### config.mk
export PLATFORM = sky130hd
export DESIGN_NAME = delimited_line_assembler_timeout
export DESIGN_NICKNAME = d
export VERILOG_FILES = /design/src/rtl/dla_pkg.sv /design/src/rtl/delimited_line_assembler_timeout.sv /design/src/rtl/dla_ctrl.sv /design/src/rtl/dla_dpath.sv
export SDC_FILE = /design/constraint.sdc
export NUM_CORES = 1
export LEC_CHECK = 0
export BUFFER_PORTS_ARGS = -buffer_cell sky130_fd_sc_hd__buf_2
export CORE_AREA = 2 2 293 295
export CTS_CLUSTER_DIAMETER = 200
export DETAILED_ROUTE_END_ITERATION = 16
export DIE_AREA = 0 0 295 297
export SETUP_SLACK_MARGIN = 0.5
export SLEW_MARGIN = 20
export SYNTH_ARGS = -nofsm -noshare
export SYNTH_HDL_FRONTEND = slang
export SYNTH_SLANG_ARGS = --single-unit
### constraint.sdc
create_clock -name clk_i -period 9.2 [get_ports clk_i]
set_clock_uncertainty 0.05 [all_clocks]
set_input_delay 0.46 -clock clk_i [delete_from_list [all_inputs] [get_ports clk_i]]
set_output_delay 0.46 -clock clk_i [all_outputs]
set_load 0.02 [all_outputs]
### src/rtl/dla_pkg.sv
// Shared types and constants for the delimited line assembler.
package dla_pkg;

  // Field widths
  localparam int unsigned BYTE_W  = 8;
  localparam int unsigned WAIT_W  = 16;
  localparam int unsigned LEN_W   = 6;
  localparam int unsigned IDLE_W  = 17;
  localparam int unsigned CAUSE_W = 2;
  localparam int unsigned CFG_W   = 16;
  localparam int unsigned REG_W   = 2;

  // Configuration register indexes
  localparam logic [REG_W-1:0] REG_DELIM    = 2'd0;
  localparam logic [REG_W-1:0] REG_MAX_WAIT = 2'd1;
  localparam logic [REG_W-1:0] REG_MAX_LEN  = 2'd2;

  // Configuration reset values
  localparam logic [BYTE_W-1:0] DELIM_RST    = 8'd10;
  localparam logic [WAIT_W-1:0] MAX_WAIT_RST = 16'd500;
  localparam logic [LEN_W-1:0]  MAX_LEN_RST  = 6'd63;

  // Input command codes
  localparam logic CMD_BYTE = 1'b0;
  localparam logic CMD_TICK = 1'b1;

  // Run end causes
  localparam logic [CAUSE_W-1:0] CAUSE_DELIM   = 2'd0;
  localparam logic [CAUSE_W-1:0] CAUSE_FULL    = 2'd1;
  localparam logic [CAUSE_W-1:0] CAUSE_TIMEOUT = 2'd2;

  // Idle counter saturation value
  localparam logic [IDLE_W-1:0] IDLE_MAX = '1;

  // Controller to datapath commands
  typedef struct packed {
    logic take;       // input beat accepted
    logic rd_en;      // read store entry at current run index
    logic next_byte;  // step run index
    logic to_delim;   // switch run to its closing delimiter
  } dla_cmd_t;

  // Datapath to controller status
  typedef struct packed {
    logic run_go;     // accepted item produces output
    logic run_data;   // run carries stored bytes
    logic last_data;  // run index is at the last stored byte
    logic in_delim;   // run is showing the delimiter
    logic delim_run;  // run closes with a delimiter
  } dla_sts_t;

endpackage

### src/rtl/delimited_line_assembler_timeout.sv
// Top level of the delimited line assembler with idle timeout.
//
//   channel  direction  handshake                 beat contents
//   in       sink       in_valid_i / in_ready_o   cmd_i, rx_byte_i
//   out      source     out_valid_o / out_ready_i line_byte_o, last_of_run_o, end_cause_o
//   cfg      sink       cfg_we_i (no wait)        cfg_idx_i, cfg_data_i
//
// An emitted run reads each stored byte from the line store and then offers it
// as an output beat; a delimiter run closes with one beat for the delimiter.
// The single read port of the line store sets this order. Input is accepted
// only when no run is in progress. Output stalls hold the run in place. Reset
// clears counters and config to defaults; store contents are left as they are.
module delimited_line_assembler_timeout
  import dla_pkg::*;
#(
  parameter int unsigned STORE_DEPTH = 64
) (
  input  logic               clk_i,
  input  logic               rst_ni,
  input  logic               cfg_we_i,
  input  logic [REG_W-1:0]   cfg_idx_i,
  input  logic [CFG_W-1:0]   cfg_data_i,
  input  logic               in_valid_i,
  output logic               in_ready_o,
  input  logic               cmd_i,
  input  logic [BYTE_W-1:0]  rx_byte_i,
  output logic               out_valid_o,
  input  logic               out_ready_i,
  output logic [BYTE_W-1:0]  line_byte_o,
  output logic               last_of_run_o,
  output logic [CAUSE_W-1:0] end_cause_o
);

  dla_cmd_t cmd;
  dla_sts_t sts;

  dla_ctrl u_ctrl (
    .clk_i       (clk_i),
    .rst_ni      (rst_ni),
    .in_valid_i  (in_valid_i),
    .in_ready_o  (in_ready_o),
    .out_valid_o (out_valid_o),
    .out_ready_i (out_ready_i),
    .sts_i       (sts),
    .cmd_o       (cmd)
  );

  dla_dpath #(
    .STORE_DEPTH (STORE_DEPTH)
  ) u_dpath (
    .clk_i         (clk_i),
    .rst_ni        (rst_ni),
    .cfg_we_i      (cfg_we_i),
    .cfg_idx_i     (cfg_idx_i),
    .cfg_data_i    (cfg_data_i),
    .cmd_i         (cmd_i),
    .rx_byte_i     (rx_byte_i),
    .line_byte_o   (line_byte_o),
    .last_of_run_o (last_of_run_o),
    .end_cause_o   (end_cause_o),
    .cmd_in_i      (cmd),
    .sts_o         (sts)
  );

endmodule

### src/rtl/dla_ctrl.sv
// Controller state machine for the line assembler: input accept and run sequencing.
module dla_ctrl
  import dla_pkg::*;
(
  input  logic     clk_i,
  input  logic     rst_ni,
  input  logic     in_valid_i,
  output logic     in_ready_o,
  output logic     out_valid_o,
  input  logic     out_ready_i,
  input  dla_sts_t sts_i,
  output dla_cmd_t cmd_o
);

  localparam logic [1:0] S_IDLE = 2'd0;
  localparam logic [1:0] S_READ = 2'd1;
  localparam logic [1:0] S_SEND = 2'd2;

  logic [1:0] state_q, state_d;

  assign in_ready_o  = (state_q == S_IDLE);
  assign out_valid_o = (state_q == S_SEND);

  // Next state and commands
  always_comb begin
    state_d = state_q;
    cmd_o   = '0;
    unique case (state_q)
      S_IDLE: begin
        if (in_valid_i) begin
          cmd_o.take = 1'b1;
          if (sts_i.run_go) begin
            state_d = sts_i.run_data ? S_READ : S_SEND;
          end
        end
      end
      S_READ: begin
        cmd_o.rd_en = 1'b1;
        state_d     = S_SEND;
      end
      S_SEND: begin
        if (out_ready_i) begin
          if (sts_i.in_delim) begin
            state_d = S_IDLE;
          end else if (sts_i.last_data) begin
            if (sts_i.delim_run) begin
              cmd_o.to_delim = 1'b1;
            end else begin
              state_d = S_IDLE;
            end
          end else begin
            cmd_o.next_byte = 1'b1;
            state_d         = S_READ;
          end
        end
      end
      default: begin
        state_d = S_IDLE;
      end
    endcase
  end

  always_ff @(posedge clk_i or negedge rst_ni) begin
    if (!rst_ni) begin
      state_q <= S_IDLE;
    end else begin
      state_q <= state_d;
    end
  end

  // One item at a time: never accepting while a beat is offered
  a_no_overlap: assert property (@(posedge clk_i) disable iff (!rst_ni)
    !(in_ready_o && out_valid_o))
    else $error("input accepted while output pending");

  // A store read is always followed by its output beat
  a_read_then_send: assert property (@(posedge clk_i) disable iff (!rst_ni)
    (state_q == S_READ) |=> (state_q == S_SEND))
    else $error("read not followed by send");

  // Delimiter beat taken ends the run
  a_delim_ends: assert property (@(posedge clk_i) disable iff (!rst_ni)
    (state_q == S_SEND && out_ready_i && sts_i.in_delim) |=> (state_q == S_IDLE))
    else $error("run did not end after delimiter");

endmodule

### src/rtl/dla_dpath.sv
// Datapath for the line assembler: config registers, line store, counters, output regs.
module dla_dpath
  import dla_pkg::*;
#(
  parameter int unsigned STORE_DEPTH = 64
) (
  input  logic               clk_i,
  input  logic               rst_ni,
  input  logic               cfg_we_i,
  input  logic [REG_W-1:0]   cfg_idx_i,
  input  logic [CFG_W-1:0]   cfg_data_i,
  input  logic               cmd_i,
  input  logic [BYTE_W-1:0]  rx_byte_i,
  output logic [BYTE_W-1:0]  line_byte_o,
  output logic               last_of_run_o,
  output logic [CAUSE_W-1:0] end_cause_o,
  input  dla_cmd_t           cmd_in_i,
  output dla_sts_t           sts_o
);

  localparam int unsigned IDX_W = $clog2(STORE_DEPTH);
  localparam int unsigned CNT_W = $clog2(STORE_DEPTH + 1);
  localparam int unsigned CMP_W = (CNT_W > LEN_W) ? CNT_W : LEN_W;

  // Configuration registers
  logic [BYTE_W-1:0] delim_q;
  logic [WAIT_W-1:0] max_wait_q;
  logic [LEN_W-1:0]  max_len_q;

  always_ff @(posedge clk_i or negedge rst_ni) begin
    if (!rst_ni) begin
      delim_q    <= DELIM_RST;
      max_wait_q <= MAX_WAIT_RST;
      max_len_q  <= MAX_LEN_RST;
    end else if (cfg_we_i) begin
      unique case (cfg_idx_i)
        REG_DELIM:    delim_q    <= cfg_data_i[BYTE_W-1:0];
        REG_MAX_WAIT: max_wait_q <= cfg_data_i[WAIT_W-1:0];
        REG_MAX_LEN:  max_len_q  <= cfg_data_i[LEN_W-1:0];
        default: ;
      endcase
    end
  end

  // Line state
  logic [CNT_W-1:0]  fill_q;
  logic [IDLE_W-1:0] idle_q;

  // Run state
  logic [CNT_W-1:0]   count_q;
  logic [CNT_W-1:0]   k_q;
  logic [CAUSE_W-1:0] cause_q;
  logic               delim_run_q;
  logic               phase_q;
  logic [BYTE_W-1:0]  dbyte_q;
  logic [BYTE_W-1:0]  rd_q;

  // Item decode
  logic              is_tick, is_delim, is_store;
  logic [IDLE_W-1:0] idle_inc;
  logic              timeout, full;
  logic [CNT_W-1:0]  fill_inc, flush_fill, sel_cnt;
  logic [CMP_W-1:0]  len_x, room_x, flush_x, delim_x;
  logic [CAUSE_W-1:0] sel_cause;
  logic              run_go;

  always_comb begin
    is_tick  = (cmd_i == CMD_TICK);
    is_delim = !is_tick && (rx_byte_i == delim_q);
    is_store = !is_tick && !is_delim;
    idle_inc = (idle_q == IDLE_MAX) ? idle_q : idle_q + 1'b1;
    timeout  = (idle_inc > IDLE_W'(max_wait_q));
    fill_inc = fill_q + 1'b1;
    full     = is_store && (fill_inc == CNT_W'(STORE_DEPTH));
    // Flush length: stored bytes capped at the line length
    flush_fill = full ? fill_inc : fill_q;
    len_x      = CMP_W'(max_len_q);
    flush_x    = (CMP_W'(flush_fill) < len_x) ? CMP_W'(flush_fill) : len_x;
    // Delimiter run leaves one slot for the delimiter itself
    room_x     = (max_len_q == '0) ? '0 : len_x - 1'b1;
    delim_x    = (CMP_W'(fill_q) < room_x) ? CMP_W'(fill_q) : room_x;
    sel_cnt    = is_delim ? CNT_W'(delim_x) : CNT_W'(flush_x);
    sel_cause  = is_delim ? CAUSE_DELIM : (full ? CAUSE_FULL : CAUSE_TIMEOUT);
    run_go     = is_delim || ((full || (is_tick && timeout)) && (sel_cnt != '0));
  end

  // Fill and idle counters
  always_ff @(posedge clk_i or negedge rst_ni) begin
    if (!rst_ni) begin
      fill_q <= '0;
      idle_q <= '0;
    end else if (cmd_in_i.take) begin
      if (is_tick) begin
        if (timeout) begin
          fill_q <= '0;
          idle_q <= '0;
        end else begin
          idle_q <= idle_inc;
        end
      end else if (is_delim || full) begin
        fill_q <= '0;
        idle_q <= '0;
      end else begin
        fill_q <= fill_inc;
      end
    end
  end

  // Line store: one write port, one registered read port
  logic [BYTE_W-1:0] store_mem [STORE_DEPTH];

  always_ff @(posedge clk_i) begin
    if (cmd_in_i.take && is_store) begin
      store_mem[fill_q[IDX_W-1:0]] <= rx_byte_i;
    end
    if (cmd_in_i.rd_en) begin
      rd_q <= store_mem[k_q[IDX_W-1:0]];
    end
  end

  // Run bookkeeping
  always_ff @(posedge clk_i or negedge rst_ni) begin
    if (!rst_ni) begin
      k_q         <= '0;
      count_q     <= '0;
      phase_q     <= 1'b0;
      delim_run_q <= 1'b0;
    end else if (cmd_in_i.take && run_go) begin
      k_q         <= '0;
      count_q     <= sel_cnt;
      phase_q     <= is_delim && (sel_cnt == '0);
      delim_run_q <= is_delim;
    end else begin
      if (cmd_in_i.next_byte) begin
        k_q <= k_q + 1'b1;
      end
      if (cmd_in_i.to_delim) begin
        phase_q <= 1'b1;
      end
    end
  end

  // Run payload registers
  always_ff @(posedge clk_i) begin
    if (cmd_in_i.take && run_go) begin
      cause_q <= sel_cause;
      dbyte_q <= rx_byte_i;
    end
  end

  assign sts_o.run_go    = run_go;
  assign sts_o.run_data  = (sel_cnt != '0);
  assign sts_o.last_data = ((k_q + 1'b1) == count_q);
  assign sts_o.in_delim  = phase_q;
  assign sts_o.delim_run = delim_run_q;

  // Output beat
  assign line_byte_o   = phase_q ? dbyte_q : rd_q;
  assign last_of_run_o = phase_q || (sts_o.last_data && !delim_run_q);
  assign end_cause_o   = cause_q;

  // Store never rests full: reaching capacity flushes at once
  a_fill_range: assert property (@(posedge clk_i) disable iff (!rst_ni)
    fill_q < CNT_W'(STORE_DEPTH))
    else $error("fill count at capacity");

  // Reads stay below the run length
  a_read_bound: assert property (@(posedge clk_i) disable iff (!rst_ni)
    cmd_in_i.rd_en |-> (k_q < count_q))
    else $error("store read past run length");

  // Every run empties the store and restarts the timer
  a_run_clears: assert property (@(posedge clk_i) disable iff (!rst_ni)
    (cmd_in_i.take && run_go) |=> (fill_q == '0 && idle_q == '0))
    else $error("run start did not clear line state");

endmodule
==> run summary <==
port bufs -> 44
H-tree levels -> 2
R2R setup slack -> 4.06 ns
worst hold path type -> input pin to flip-flop
reg2reg path depth -> 16
fin crit share -> 55.9%
Avg Inst Size Synth -> 18.8 sq um
Fill cells -> 7,908
Max FO, Critical Path -> 24
initial antenna violation count -> 1
Max Fclk -> 195 MHz
final worst slack -> 4.06 ns
TritonRoute pass-1 iters -> 5
Yosys reg bits -> 602
Die Wd -> 295 um
placed cell count -> 2,483
Hold Crit Endpoint -> u_dpath.idle_q[16]$_DFFE_PN0P_
Max clock buf depth -> 3
first-pass GRT wire length -> 85.0 mm
CP Data Arrival Time -> 5.60 ns
final hold viol count -> 0
status -> complete, no violations
starting density of the core -> 29.8%
TritonCTS clock tree -> yes
Setup CP Type -> flip-flop to flip-flop
Placeable Area -> 0.0845 sq mm
EDFF count, synth -> 530
Period minus WS final -> 5.14 ns
area delta synth->final -> 14.4%
Slew @ Worst Pin -> 1.08 ns
worst vdd rail ir drop -> 0.153 mV
Startpoint Class -> flip-flop
Placer Congestion -> 0.797
All-Layer GR Usage -> 12.8%
synthesized instance count -> 1,339
vias post-DR -> 12.7k
DRC violations left -> 0
# setup viols final -> 0
Sum Neg Setup Slack -> 0 ns
Ys Warns -> 0
clk_lat worst skew -> 0.63 ns
# rows -> 107
Rel. slew slack -> 27.7%
delay-heaviest family, CP -> compound AO/OA/AOI/OAI gates
Lkg Pwr -> 9.29 nW
fin util -> 34.1%
vias per std cell -> 4.86
crit-path max cell delay -> 0.69 ns
Root Driver -> clkbuf_16
layout cells sized above 1 -> 27.6%
net count reported at finish -> 1,476
reg2reg end -> u_dpath.count_q[3]$_DFFE_PN0N_
Final Slew Violations -> 0
Post-DP Area -> 0.0267 sq mm
Clock transition at path regs -> 0.06 ns
gr ovfl total -> 0
post-synthesis sequential area ratio -> 70.5%
# IOs -> 45
vias in the first global route -> 12.9k
Die H -> 297 um
1st-iter DRT viols -> 1,244
dpl hpwl -> 35.9 mm
non-filler cells, final -> 2,604
Synthesized Nets -> 1,403
Routed Antenna Nets -> 0
critical path cell sequence -> ha_1 -> nand2_2 -> o32ai_2 -> o211ai_2 -> nor2_1 -> nor2_1 -> ha_1 -> a21o_1 -> a211o_1 -> a41oi_2 -> a21oi_1 -> a22oi_1 -> nand2_2 -> nor4b_4 -> a31oi_4 -> o21ai_0
max_cap viols -> 0
Worst path slowest cell -> dfrtp_1
Critical path origin -> u_dpath.fill_q[1]$_DFFE_PN0P_
final instance area -> 0.0288 sq mm
number of cells on the worst hold path -> 2
clock sink count -> 602
# resized after CTS -> 0
RSZ-0062 raised after global routing -> false
Worst Hold Launch -> in_valid_i
clock buffer count from CTS -> 61
worst path bufs/invs -> 0
final WL -> 56.1 mm
top_reg_cell synth -> edfxtp_1
# diodes -> 0
async set-reset flop share out of synthesis -> 12.0%
PwrDens -> 257 mW/mm^2
synthesized cell area -> 0.0252 sq mm
Distinct cells, synth -> 69
Critical Path End Type -> flip-flop
largest net degree at the start of global routing -> 73
r2r startpoint -> u_dpath.fill_q[1]$_DFFE_PN0P_
Data required, critical path -> 9.66 ns
die area -> 0.0876 sq mm
Setup WS pre-CTS -> 4.14 ns
WL/cell -> 21.5 um
==> worst max path at each step <==
stage          slack (ns)  cells after the start                        endpoint
2_1_floorplan        5.19                     16    u_dpath.dbyte_q[0]$_DFFE_PN_
3_3_place_gp         4.26                     17    u_dpath.dbyte_q[2]$_DFFE_PN_
3_5_place_dp         4.14                     18  u_dpath.count_q[3]$_DFFE_PN0N_
4_1_cts              4.08                     16  u_dpath.count_q[3]$_DFFE_PN0N_
5_1_grt              3.64                     16  u_dpath.count_q[2]$_DFFE_PN0N_
6_report             4.06                     16  u_dpath.count_q[3]$_DFFE_PN0N_
==> sequential cells by signal, indices dropped and copies added (netlist names), 2 cells and up <==
signal,count
u_dpath.count_q,7
u_dpath.max_wait_q,16
u_dpath.k_q,7
u_dpath.idle_q,17
u_dpath.store_mem,512
u_dpath.fill_q,7
u_dpath.end_cause_o,2
u_dpath.rd_q,8
u_dpath.max_len_q,6
u_dpath.delim_q,8
u_dpath.dbyte_q,8
u_ctrl.state_q,2
==> report_power, final <==
group	switching, W	internal, W
Combinational	0.000844	0.000840
Clock	0.00106	0.00138
Sequential	0.000184	0.00309
==> Yosys cell counts (3+ instances only) <==
cell type,n,area [sq um]
o31ai_1,7,52.6
o21ai_0,36,180
dfrtp_1,58,1450
mux4_2,168,3780
o21a_1,3,22.5
buf_1,7,26.3
mux2_2,40,450
buf_2,15,75.1
nor2b_1,15,93.8
a21oi_1,18,90.1
a31oi_1,3,18.8
dfstp_2,14,368
or3_1,3,18.8
clkbuf_1,34,128
o211ai_1,3,22.5
nand4_1,11,68.8
a21o_1,10,75.1
xor2_1,15,131
mux2i_1,3,30.0
nand3b_1,6,45.0
ha_1,32,400
edfxtp_1,530,15900
nand2b_1,11,68.8
nor3_1,8,40.0
nor2_1,98,368
nand3_1,18,90.1
nand2_2,3,18.8
inv_1,34,128
xnor2_1,28,245
nand2_1,40,150
and3_1,11,68.8
o22ai_1,3,18.8
o41ai_1,5,43.8
==> metrics by stage <==
stage / hold WS (ns) / power, W
global route: 0.0395 / 0.00769
finish: 0.0476 / 0.00740
global placement: 0.445 / 0.00501
floorplan: 0.114 / 0.00447
detailed placement: 0.445 / 0.00503
CTS: 0.00764 / 0.00747
==> final cells by class <==
cell class                      instances  area [sq um]  area share [%]
Sequential cell                       602         17700            61.6
Multi-Input combinational cell        643          7040            24.5
Clock buffer                           69          1580            5.48
Tap cell                             1144          1430            4.97
Timing Repair Buffer                   70           460            1.60
Clock inverter                         42           413            1.43
Inverter                               34           128           0.443
==> what timing repair did <==
action                                 in CTS  in global routing
hold buffers                                9                  0
endpoints found under the hold margin      62                  0
buffers inserted                            0                  0
==> cell families (layout without fill, tap and decap cells) <==
kind of cell,Yosys count,after routing,share of synthesized area (%)
DFF,602,602,70.5
buffers and inverters,94,215,1.57
other,1,1,0.0149
xor gates and xnor gates,43,43,1.50
AOI/OAI and AO/OA,116,116,3.20
and+or+nand+nor,240,240,4.73
muxes,211,211,16.9
adders and majority gates,32,32,1.59
==> cell usage in the layout (no fill, tap or decap), types with 15 or more instances in the layout <==
| cell type | Yosys | final |
|---|---|---|
| nor2_1 | 98 | 98 |
| dfrtp_1 | 58 | 55 |
| a21oi_1 | 18 | 18 |
| nor2b_1 | 15 | 15 |
| buf_2 | 15 | 43 |
| xor2_1 | 15 | 15 |
| xnor2_1 | 28 | 28 |
| o21ai_0 | 36 | 36 |
| inv_1 | 34 | 34 |
| clkbuf_16 | 0 | 62 |
| mux4_2 | 168 | 168 |
| ha_1 | 32 | 32 |
| mux2_2 | 40 | 40 |
| edfxtp_1 | 530 | 530 |
| nand3_1 | 18 | 18 |
| nand2_1 | 40 | 40 |
| buf_4 | 2 | 17 |
==> metal layers <==
metal	global-route usage (%)	routed length [um]	up-vias
met3	2.36	3340	65
met1	17.9	24600	6723
met2	20.7	27200	339
li1	-	-	5536
met4	2.94	956	0
met5	0	0	-
Note: power is estimated with default switching activity, not from simulation.
